[src/sv/svm_pkg.sv]
// Package for the sample voice mixer: sizes, payload word types, command codes
// and the controller-to-datapath command and status structs.
// Used by every module of the block; depends on nothing.
package svm_pkg;

  localparam int VOICES      = 8;
  localparam int SOUNDS      = 8;
  localparam int SOUND_DEPTH = 65536;

  localparam int VOI_W  = (VOICES > 1) ? $clog2(VOICES) : 1;
  localparam int SND_W  = (SOUNDS > 1) ? $clog2(SOUNDS) : 1;
  localparam int DEP_W  = $clog2(SOUND_DEPTH);
  localparam int LEN_W  = $clog2(SOUND_DEPTH + 1);
  localparam int ADDR_W = SND_W + DEP_W;
  localparam int MEM_DEPTH = SOUNDS * SOUND_DEPTH;

  localparam logic [15:0] UNITY_GAIN = 16'd32768;
  localparam int          FULL_SCALE = 32767;

  // Configuration port.
  localparam int CFG_IDX_W  = 2;
  localparam int CFG_DATA_W = 16;
  localparam logic [CFG_IDX_W-1:0] CFG_VOLUME = 2'd0;
  localparam logic [CFG_IDX_W-1:0] CFG_MUTE   = 2'd1;

  // Input word commands.
  localparam logic [1:0] CMD_TICK    = 2'd0;
  localparam logic [1:0] CMD_PLAY    = 2'd1;
  localparam logic [1:0] CMD_LOAD    = 2'd2;
  localparam logic [1:0] CMD_SET_LEN = 2'd3;

  // Datapath operations issued by the controller.
  localparam int OP_W = 4;
  localparam logic [OP_W-1:0] OP_NONE       = 4'd0;
  localparam logic [OP_W-1:0] OP_CLEAR      = 4'd1;
  localparam logic [OP_W-1:0] OP_STEP       = 4'd2;
  localparam logic [OP_W-1:0] OP_LOAD       = 4'd3;
  localparam logic [OP_W-1:0] OP_SET_LEN    = 4'd4;
  localparam logic [OP_W-1:0] OP_START_IDLE = 4'd5;
  localparam logic [OP_W-1:0] OP_SCAN       = 4'd6;
  localparam logic [OP_W-1:0] OP_START_BEST = 4'd7;
  localparam logic [OP_W-1:0] OP_EMIT       = 4'd8;

  typedef struct packed {
    logic [1:0]         cmd;
    logic [2:0]         sound_id;
    logic [15:0]        sample_index;
    logic signed [15:0] sample_value;
    logic [16:0]        sound_len;
  } svm_in_t;

  typedef struct packed {
    logic signed [15:0] out_sample;
    logic [3:0]         active_voices;
  } svm_out_t;

  typedef struct packed {
    logic            latch;
    logic [OP_W-1:0] op;
    logic [VOI_W-1:0] voice;
  } svm_cmd_t;

  typedef struct packed {
    logic [1:0] item_cmd;
    logic       play_ok;
    logic       has_idle;
    logic       out_free;
  } svm_status_t;

endpackage

[src/sv/svm_ctrl.sv]
// Controller state machine of the sample voice mixer: accepts words and
// sequences the datapath through ticks, plays, loads and length writes.
// Depends on svm_pkg.
module svm_ctrl
  import svm_pkg::*;
(
  input  logic        clk_i,
  input  logic        rst_ni,
  input  logic        in_valid_i,
  output logic        in_ready_o,
  input  svm_status_t status_i,
  output svm_cmd_t    cmd_o
);

  localparam logic [2:0] ST_IDLE   = 3'd0;
  localparam logic [2:0] ST_DECODE = 3'd1;
  localparam logic [2:0] ST_TICK   = 3'd2;
  localparam logic [2:0] ST_DRAIN1 = 3'd3;
  localparam logic [2:0] ST_DRAIN2 = 3'd4;
  localparam logic [2:0] ST_EMIT   = 3'd5;
  localparam logic [2:0] ST_SCAN   = 3'd6;
  localparam logic [2:0] ST_START  = 3'd7;

  localparam logic [VOI_W-1:0] LAST_VOICE = VOI_W'(VOICES - 1);

  logic [2:0]       state_q, state_d;
  logic [VOI_W-1:0] voice_q, voice_d;

  assign in_ready_o = (state_q == ST_IDLE);

  always_comb begin
    state_d      = state_q;
    voice_d      = voice_q;
    cmd_o.latch  = 1'b0;
    cmd_o.op     = OP_NONE;
    cmd_o.voice  = voice_q;
    unique case (state_q)
      ST_IDLE: begin
        if (in_valid_i) begin
          cmd_o.latch = 1'b1;
          state_d     = ST_DECODE;
        end
      end
      ST_DECODE: begin
        voice_d = '0;
        unique case (status_i.item_cmd)
          CMD_TICK: begin
            cmd_o.op = OP_CLEAR;
            state_d  = ST_TICK;
          end
          CMD_PLAY: begin
            if (!status_i.play_ok) begin
              state_d = ST_IDLE;
            end else if (status_i.has_idle) begin
              cmd_o.op = OP_START_IDLE;
              state_d  = ST_IDLE;
            end else begin
              cmd_o.op = OP_CLEAR;
              state_d  = ST_SCAN;
            end
          end
          CMD_LOAD: begin
            cmd_o.op = OP_LOAD;
            state_d  = ST_IDLE;
          end
          default: begin
            cmd_o.op = OP_SET_LEN;
            state_d  = ST_IDLE;
          end
        endcase
      end
      ST_TICK: begin
        cmd_o.op = OP_STEP;
        voice_d  = voice_q + VOI_W'(1);
        if (voice_q == LAST_VOICE) begin
          state_d = ST_DRAIN1;
        end
      end
      ST_DRAIN1: begin
        state_d = ST_DRAIN2;
      end
      ST_DRAIN2: begin
        state_d = ST_EMIT;
      end
      ST_EMIT: begin
        if (status_i.out_free) begin
          cmd_o.op = OP_EMIT;
          state_d  = ST_IDLE;
        end
      end
      ST_SCAN: begin
        cmd_o.op = OP_SCAN;
        voice_d  = voice_q + VOI_W'(1);
        if (voice_q == LAST_VOICE) begin
          state_d = ST_START;
        end
      end
      ST_START: begin
        cmd_o.op = OP_START_BEST;
        state_d  = ST_IDLE;
      end
      default: begin
        state_d = ST_IDLE;
      end
    endcase
  end

  always_ff @(posedge clk_i or negedge rst_ni) begin
    if (!rst_ni) begin
      state_q <= ST_IDLE;
      voice_q <= '0;
    end else begin
      state_q <= state_d;
      voice_q <= voice_d;
    end
  end

endmodule

[config.mk]
export PLATFORM = sky130hd
export DESIGN_NAME = svm_ctrl
export DESIGN_NICKNAME = d
export VERILOG_FILES = /design/src/sv/svm_pkg.sv /design/src/sv/svm_ctrl.sv
export SDC_FILE = /design/constraint.sdc
export NUM_CORES = 1
export LEC_CHECK = 0
export ABC_AREA = 1
export BUFFER_PORTS_ARGS = -buffer_cell sky130_fd_sc_hd__buf_4
export CAP_MARGIN = 10
export CORE_AREA = 2 2 39 41
export DETAILED_ROUTE_END_ITERATION = 12
export DIE_AREA = 0 0 41 43
export PLACE_DENSITY_LB_ADDON = 0.3
export SLEW_MARGIN = 5
export SYNTH_ARGS = -nofsm -noshare
export SYNTH_HDL_FRONTEND = slang
export SYNTH_SLANG_ARGS = --single-unit
[constraint.sdc]
create_clock -name clk_i -period 1.4 [get_ports clk_i]
set_input_delay 0.28 -clock clk_i [delete_from_list [all_inputs] [get_ports clk_i]]
set_output_delay 0.28 -clock clk_i [all_outputs]
set_load 0.02 [all_outputs]
### Yosys cells after proc, flatten, opt, wreduce, memory -nomap -nowiden

Cells that the tools add are included.

| storage, ports and cells | value |
|---|---|
| output and inout bits | 9 |
| bits in registers | 6 |
| word-level logic and storage cells | 38 |
| input bits | 8 |

| operators by class | value |
|---|---|
| add/sub/neg operators | 1 |
| reductions and logical operators | 5 |
| eq/ne operators | 14 |
| mux-type cells | 16 |

Operators with widths:

| cell | number |
|---|---|
| $mux W3 | 8 |
| $pmux W3 S8 | 1 |
| $pmux W4 S5 | 1 |
| $eq A3 B3 Y1 const B | 5 |
| $pmux W3 S2 | 2 |
| $pmux W3 S3 | 1 |
| $ne A2 B2 Y1 const B | 4 |
| $eq A3 B2 Y1 const B | 2 |
| $mux W4 | 1 |
| $reduce_and A4 Y1 | 1 |
| $add A3 B1 Y3 const B | 1 |
| $eq A3 B1 Y1 const B | 1 |
| $logic_not A3 Y1 | 1 |
| $eq A2 B1 Y1 const B | 1 |
| $eq A2 B2 Y1 const B | 1 |
| $logic_not A2 Y1 | 1 |
| $mux W1 | 2 |
| $reduce_bool A2 Y1 | 1 |
| $reduce_or A2 Y1 | 1 |

### Depth between registers and ports, before layout

Gate-level depths: netlist of the first run.

| logic depth | value |
|---|---|
| depth in word-level cells | 4 |
| gate-level depth with buffers | 8 |
| gate-level depth less buffers | 7 |

### Least setup slack after synthesis of the first run

Ideal clock, no wire load.

| timing | value |
|---|---|
| path kind | register to output |
| start | reg state_q[2] |
| end | out cmd_o[5] in the netlist's numbering |
| buffers on the path | 1 |
| path slack | -150 ps |
| stages on the path, launching flop included | 5 |
| arrival time | 1270 ps |
| cells stage by stage | dfrtp_1 buf_6 nor2_1 nand2_1 o31ai_1 |

RTL lines:

| item | RTL line | RTL |
|---|---|---|
| from (decl) | svm_ctrl.sv:26 | `logic [2:0] state_q, state_d;` |
| from (signal assigned) | svm_ctrl.sv:113 | `state_q <= state_d;` |
| to (decl) | svm_ctrl.sv:12 | `output svm_cmd_t cmd_o` |

==> results of run 1 <==
-- cell families (layout without fill, tap and decap cells) --
group / count (synthesis) / count (layout) / synth area share (%)
AND/OR/NAND/NOR: 41 / 41 / 43.3
adder cells (fa/ha/maj): 2 / 2 / 5.25
flip-flops: 6 / 6 / 31.5
AO/OA/AOI/OAI: 7 / 7 / 8.14
buffers and inverters: 11 / 38 / 11.8
-- power by group --
group,total (W),switching [W],internal [W]
clock,0.000163,0.0000662,0.0000972
sequential,0.000319,0.0000821,0.000236
combinational,0.000952,0.000511,0.000442
total,0.00143,0.000659,0.000775
-- state kept, by name, summed over array words and instances, names as in the netlist --
name and count:
state_q 3, voice_q 3
-- Yosys cell counts, types with 2 or more instances --
library cell and number:
nor4_1 2, nor2_2 3, inv_1 6, o21ai_0 2, dfrtp_1 6, nand2_1 20
nand3_1 5, nor2_1 5, buf_6 2, inv_2 3, a21oi_1 2, nor2_4 2
ha_1 2
-- worst paths after layout --
check	end	slack (ns)	cells past startpoint
max	cmd_o[7]	-0.14	3
min	state_q[1]	0.34	4
max reg2reg	state_q[2]	0.18	6
min reg2reg	voice_q[0]	0.50	1
max in group asynchronous	state_q[0]	0.90	2
min in group asynchronous	state_q[2]	0.37	2
-- cell usage in the layout (no fill, tap or decap), types with 2 or more instances in the layout --
cell type / instances
nand2_1: 18
o21ai_0: 2
nor2_1: 4
buf_6: 2
ha_1: 2
inv_2: 3
nor2_4: 2
a21oi_1: 2
inv_1: 6
nor2_2: 4
buf_4: 23
nand3_1: 5
nand2_2: 2
dfrtp_1: 5
clkbuf_4: 3
-- stage by stage --
step	worst slack (ns)	utilization, %
floorplan	0.00117	-
global route	-0.205	53.3
detailed placement	0.0655	47.5
finish	-0.143	53.3
CTS	-0.143	52.3
global placement	0.0818	47.5
-- area by class of cell --
type	count	area (sq um)	area share, %
multi-input combinational	50	304	41.3
timing repair buffer	26	205	27.8
sequential	6	151	20.5
inverter	9	33.8	4.58
clock buffer	3	22.5	3.06
tap	16	20.0	2.72
-- critical path: stages, from the launching register on --
cell and delay [ns]:
dfrtp_1 0.42, buf_4 0.17, nor4_4 0.25, buf_4 0.17
-- metal layers --
| layer | vias up | share of wire (%) | global-route usage (%) |
|---|---|---|---|
| met5 | - | 0 | 0 |
| met4 | 0 | 3.5 | 12.0 |
| met3 | 5 | 3.9 | 3.14 |
| met2 | 13 | 50 | 23.4 |
| met1 | 235 | 42 | 17.9 |
| li1 | 269 | - | - |
-- what timing repair did --
item | in CTS | in global routing
gates cloned | 0 | 0
pin swaps | 4 | 0
endpoints found under the hold margin | 6 | 0
hold buffers | 1 | 0
setup buffers | 3 | 0
setup endpoints to repair | 6 | 6
resized for setup | 4 | 3
==> results.toml, run 1 <==
[status]
status = "complete, but fails checks"
violations = "setup timing"

[worst_setup_path]
timing.rr.start = "voice_q[0]"
path_max_fanout = 4
startpoint_type = "flip-flop"
startpoint = "state_q[2]"
critPathRequiredTime_ns = 1.12
path_class = "flip-flop to output port"
arrival_ns = 1.26
end_kind = "output port"

[floorplanning]
die_y_microns = 43
dieArea_sq_um = 1760
start_util_pct = 34.4
dieWidth_microns = 41
core_sq_um = 1380
rows = 14
pin_count = 17

[clock_network]
clockBufferDepth = 2
clkTransAtPathRegs_ns = 0.05
cts_max_level = 1
clk-insertion-delay-late_ns = 0.25
numCtsBuffers = 3
cts_sinks = 6
cts_tree = "yes"
root_buffer = "clkbuf_4"

[yosys]
ys_ff_latch = 6
async_reset_ff_share_pct = 100
synth_top_area_share_pct = 31.5
syn_area_sq_um = 477
synth.distinct_cells = 20
synthCells = 67
synth_ff_type = "dfrtp_1"
synth_edf_count = 0
synth_fp_nets = 77
yosys-top-cells-area = "dfrtp_1 (31%), nand2_1 (16%), ha_1 (5.2%), nand3_1 (5.2%), buf_6 (4.7%)"
ys_seq_area_share_pct = 31.5
synth_warnings = 0
yosys.area.top_type = "dfrtp_1"
avgSynthCellArea_sq_um = 7.12

[sta]
fin_tns_setup_ns = -0.605
fin_crit_sh_pct = 110
clock_skew_ns = 0.00563
slew_headroom_pct = 87.4
worst_slack_ns = -0.143
hold_slack_ns = 0.343
hold_viol = 0
timing.fmax_mhz = 648
rsz0062_at_grt = "true"
min_period_ns = 1.54
finalMaxSlewViolations = 0
worstMarginPinSlew_ns = 0.188
setup-violations-final = 6

[global_routing]
grt_pass1_wl_microns = 1800
grt_max_degree = 7
overflow = 0
grt_use_total_pct = 15.5
antenna_found_initial = 0
grt_pass1_vias = 479

[drt]
antenna_left = 0
via_per_inst = 4.75
wl_per_cell_microns = 10.3
drc_errors = 0
routed_wirelength_microns = 1140
dr.pass1.iters = 3
num_vias = 522
drt_iter0_drc = 3

[layout]
postLayoutCellArea_sq_um = 737
n_antenna_cell = 0
nets = 106
finalNonFillerCells = 110
fillers = 138
drive_above_1_share_pct = 47.9
area_growth_syn_to_layout_pct = 54.6

[placed_design]
gp_congestion = 0.791
placed_cells_incl_taps = 103
io_buffer_count = 16
placed_cell_area_sq_um = 657
dpl.hpwl_microns = 882

[power]
peakVddDrop_uv = 990
power_density_nw_per_um2 = 1950
power_leakage_nw = 0.418
p_total_w = 0.00143

[min_path]
hp-class = "primary input to flip-flop"
hold_start = "status_i[4]"

[flow_run]
max_cap_viol_count = 0
Power figures use the tool's default switching activity.
==> run 2, diff against run 1 <==
- CTS_BUF_LIST: unset -> sky130_fd_sc_hd__clkbuf_8
==> results.toml, run 2 (synthesis results as in run 1) <==
[status]
status = "complete, but fails checks"
violations = "setup timing"

[global_routing]
grt_pass1_wl_microns = 1750
grt_pass1_vias = 469
overflow = 0
grt_use_total_pct = 14.6
antenna_found_initial = 0
grt_max_degree = 7

[drt]
routed-wl-met2_microns = 609
routed_wirelength_microns = 1150
dr.pass1.iters = 4
via_per_inst = 4.70
num_vias = 517
drt_iter0_drc = 5
drc_errors = 0
antenna_left = 0
wl_met1_microns = 476
wl_per_cell_microns = 10.5
route.met3.wl_microns = 49
maxUsedRoutingLayer = "met4"

[power]
p_total_w = 0.00155
power_density_nw_per_um2 = 2020
peakVddDrop_uv = 1150
power_leakage_nw = 0.426

[clock_network]
cts_tree = "yes"
cts_sinks = 6
cts_max_level = 1
clkTransAtPathRegs_ns = 0.03
clockBufferDepth = 2
root_buffer = "clkbuf_8"
clk-insertion-delay-late_ns = 0.22
numCtsBuffers = 3

[floorplanning]
rows = 14
die_y_microns = 43
pin_count = 17
dieArea_sq_um = 1760
core_sq_um = 1380
start_util_pct = 34.4
dieWidth_microns = 41

[layout]
nets = 106
final_cell_mix = "buf_4 (21), nand2_1 (17), inv_1 (6), nand3_1 (5)"
n_antenna_cell = 0
final_common_cell = "buf_4"
postLayoutCellArea_sq_um = 767
fillers = 136
drive_above_1_share_pct = 50.0
reg_top3 = "state_q: 3 flops, voice_q: 3 flops"
area_growth_syn_to_layout_pct = 60.9

[min_path]
hp-class = "primary input to flip-flop"

[sta]
rsz0062_at_grt = "true"
worstMarginPinSlew_ns = 0.213
timing.fmax_mhz = 661
hold_viol = 0
fin_crit_sh_pct = 108
setup-violations-final = 6
worst_slack_ns = -0.112
min_period_ns = 1.51
clock_skew_ns = 0.000437
finalMaxSlewViolations = 0
slew_headroom_pct = 85.7

[worst_setup_path]
critPathRequiredTime_ns = 1.12
startpoint_type = "flip-flop"
end_kind = "output port"
path_class = "flip-flop to output port"
slowest_delay_ns = 0.43
crit_family = "flip-flops"
r2r_slack_ns = 0.17
path_max_fanout = 4
worst-path-buf-inv = 1
arrival_ns = 1.23
path_cells = "nor2_2, nand2_2, o31ai_2, buf_4"
slowest_stage = "dfrtp_2"

[placed_design]
gp_congestion = 0.791
placed_cell_area_sq_um = 657
dpl.hpwl_microns = 882
io_buffer_count = 16

[flow_run]
max_cap_viol_count = 0
==> run 2: cell count changes in the layout (fill, tap and decap cells not counted) <==
| cell | delta |
|---|---|
| buf_4 | -2 |
| dfrtp_1 | -1 |
| nand2_1 | -1 |
| clkbuf_8 | +3 |
| buf_6 | +2 |
| clkbuf_4 | -3 |
| nand2_2 | +1 |
| dfrtp_2 | +1 |
==> run 2: metal layers <==
layer | global-route usage [%] | vias to the layer above
met1 | 17.2 | 234
met5 | 0 | -
met4 | 8.00 | 0
met3 | 3.14 | 2
li1 | - | 269
met2 | 23.1 | 12
==> run 2: what timing repair did <==
action / CTS / global route
resized for setup: 4 / 7
endpoints found under the setup margin: 6 / 6
hold buffers: 1 / 0
endpoints found under the hold margin: 6 / 0
setup buffers: 3 / 0
pin swaps: 4 / 1
==> run 2: metrics by stage <==
step / hold WS, ns / utilization (%) / instances / worst slack (ns) / TNS (ns)
after floorplan: -0.0156 / - / 67 / 0.00117 / 0
after global placement: 0.0912 / 47.5 / 103 / 0.0818 / 0
after detailed placement: 0.0919 / 47.5 / 103 / 0.0655 / 0
after CTS: 0.372 / 53.6 / 110 / -0.105 / -0.347
after global routing: 0.399 / 55.4 / 110 / -0.167 / -0.776
final: 0.379 / 55.4 / 110 / -0.112 / -0.420
==> run 2: worst min-delay path, delay by kind of cell <==
kind / cells / cell delay, ns
buffers and inverters: 2 / 0.14
AO/OA/AOI/OAI: 2 / 0.12
==> run 2: power by group <==
| group | internal, W | switching (W) | total [W] |
|---|---|---|---|
| registers | 0.000239 | 0.0000878 | 0.000326 |
| clock network | 0.000184 | 0.0000668 | 0.000251 |
| logic | 0.000455 | 0.000514 | 0.000969 |
==> run 2: worst paths after layout <==
path,startpoint,end,depth (start not counted)
min in group asynchronous,rst_ni,voice_q[1],2
hold / removal,status_i[4],state_q[1],4
setup reg to reg,voice_q[0],state_q[2],6
hold reg to reg,voice_q[0],voice_q[0],1
setup / recovery,state_q[2],cmd_o[5],4
max in group asynchronous,rst_ni,state_q[0],2
==> run 2: area by class of cell <==
type	count	area, sq um	area share [%]
inverter	9	33.8	4.40
sequential	6	153	19.9
clock buffer	3	41.3	5.38
tap	16	20.0	2.61
timing repair buffer	26	213	27.7
multi-input combinational	50	307	40.0
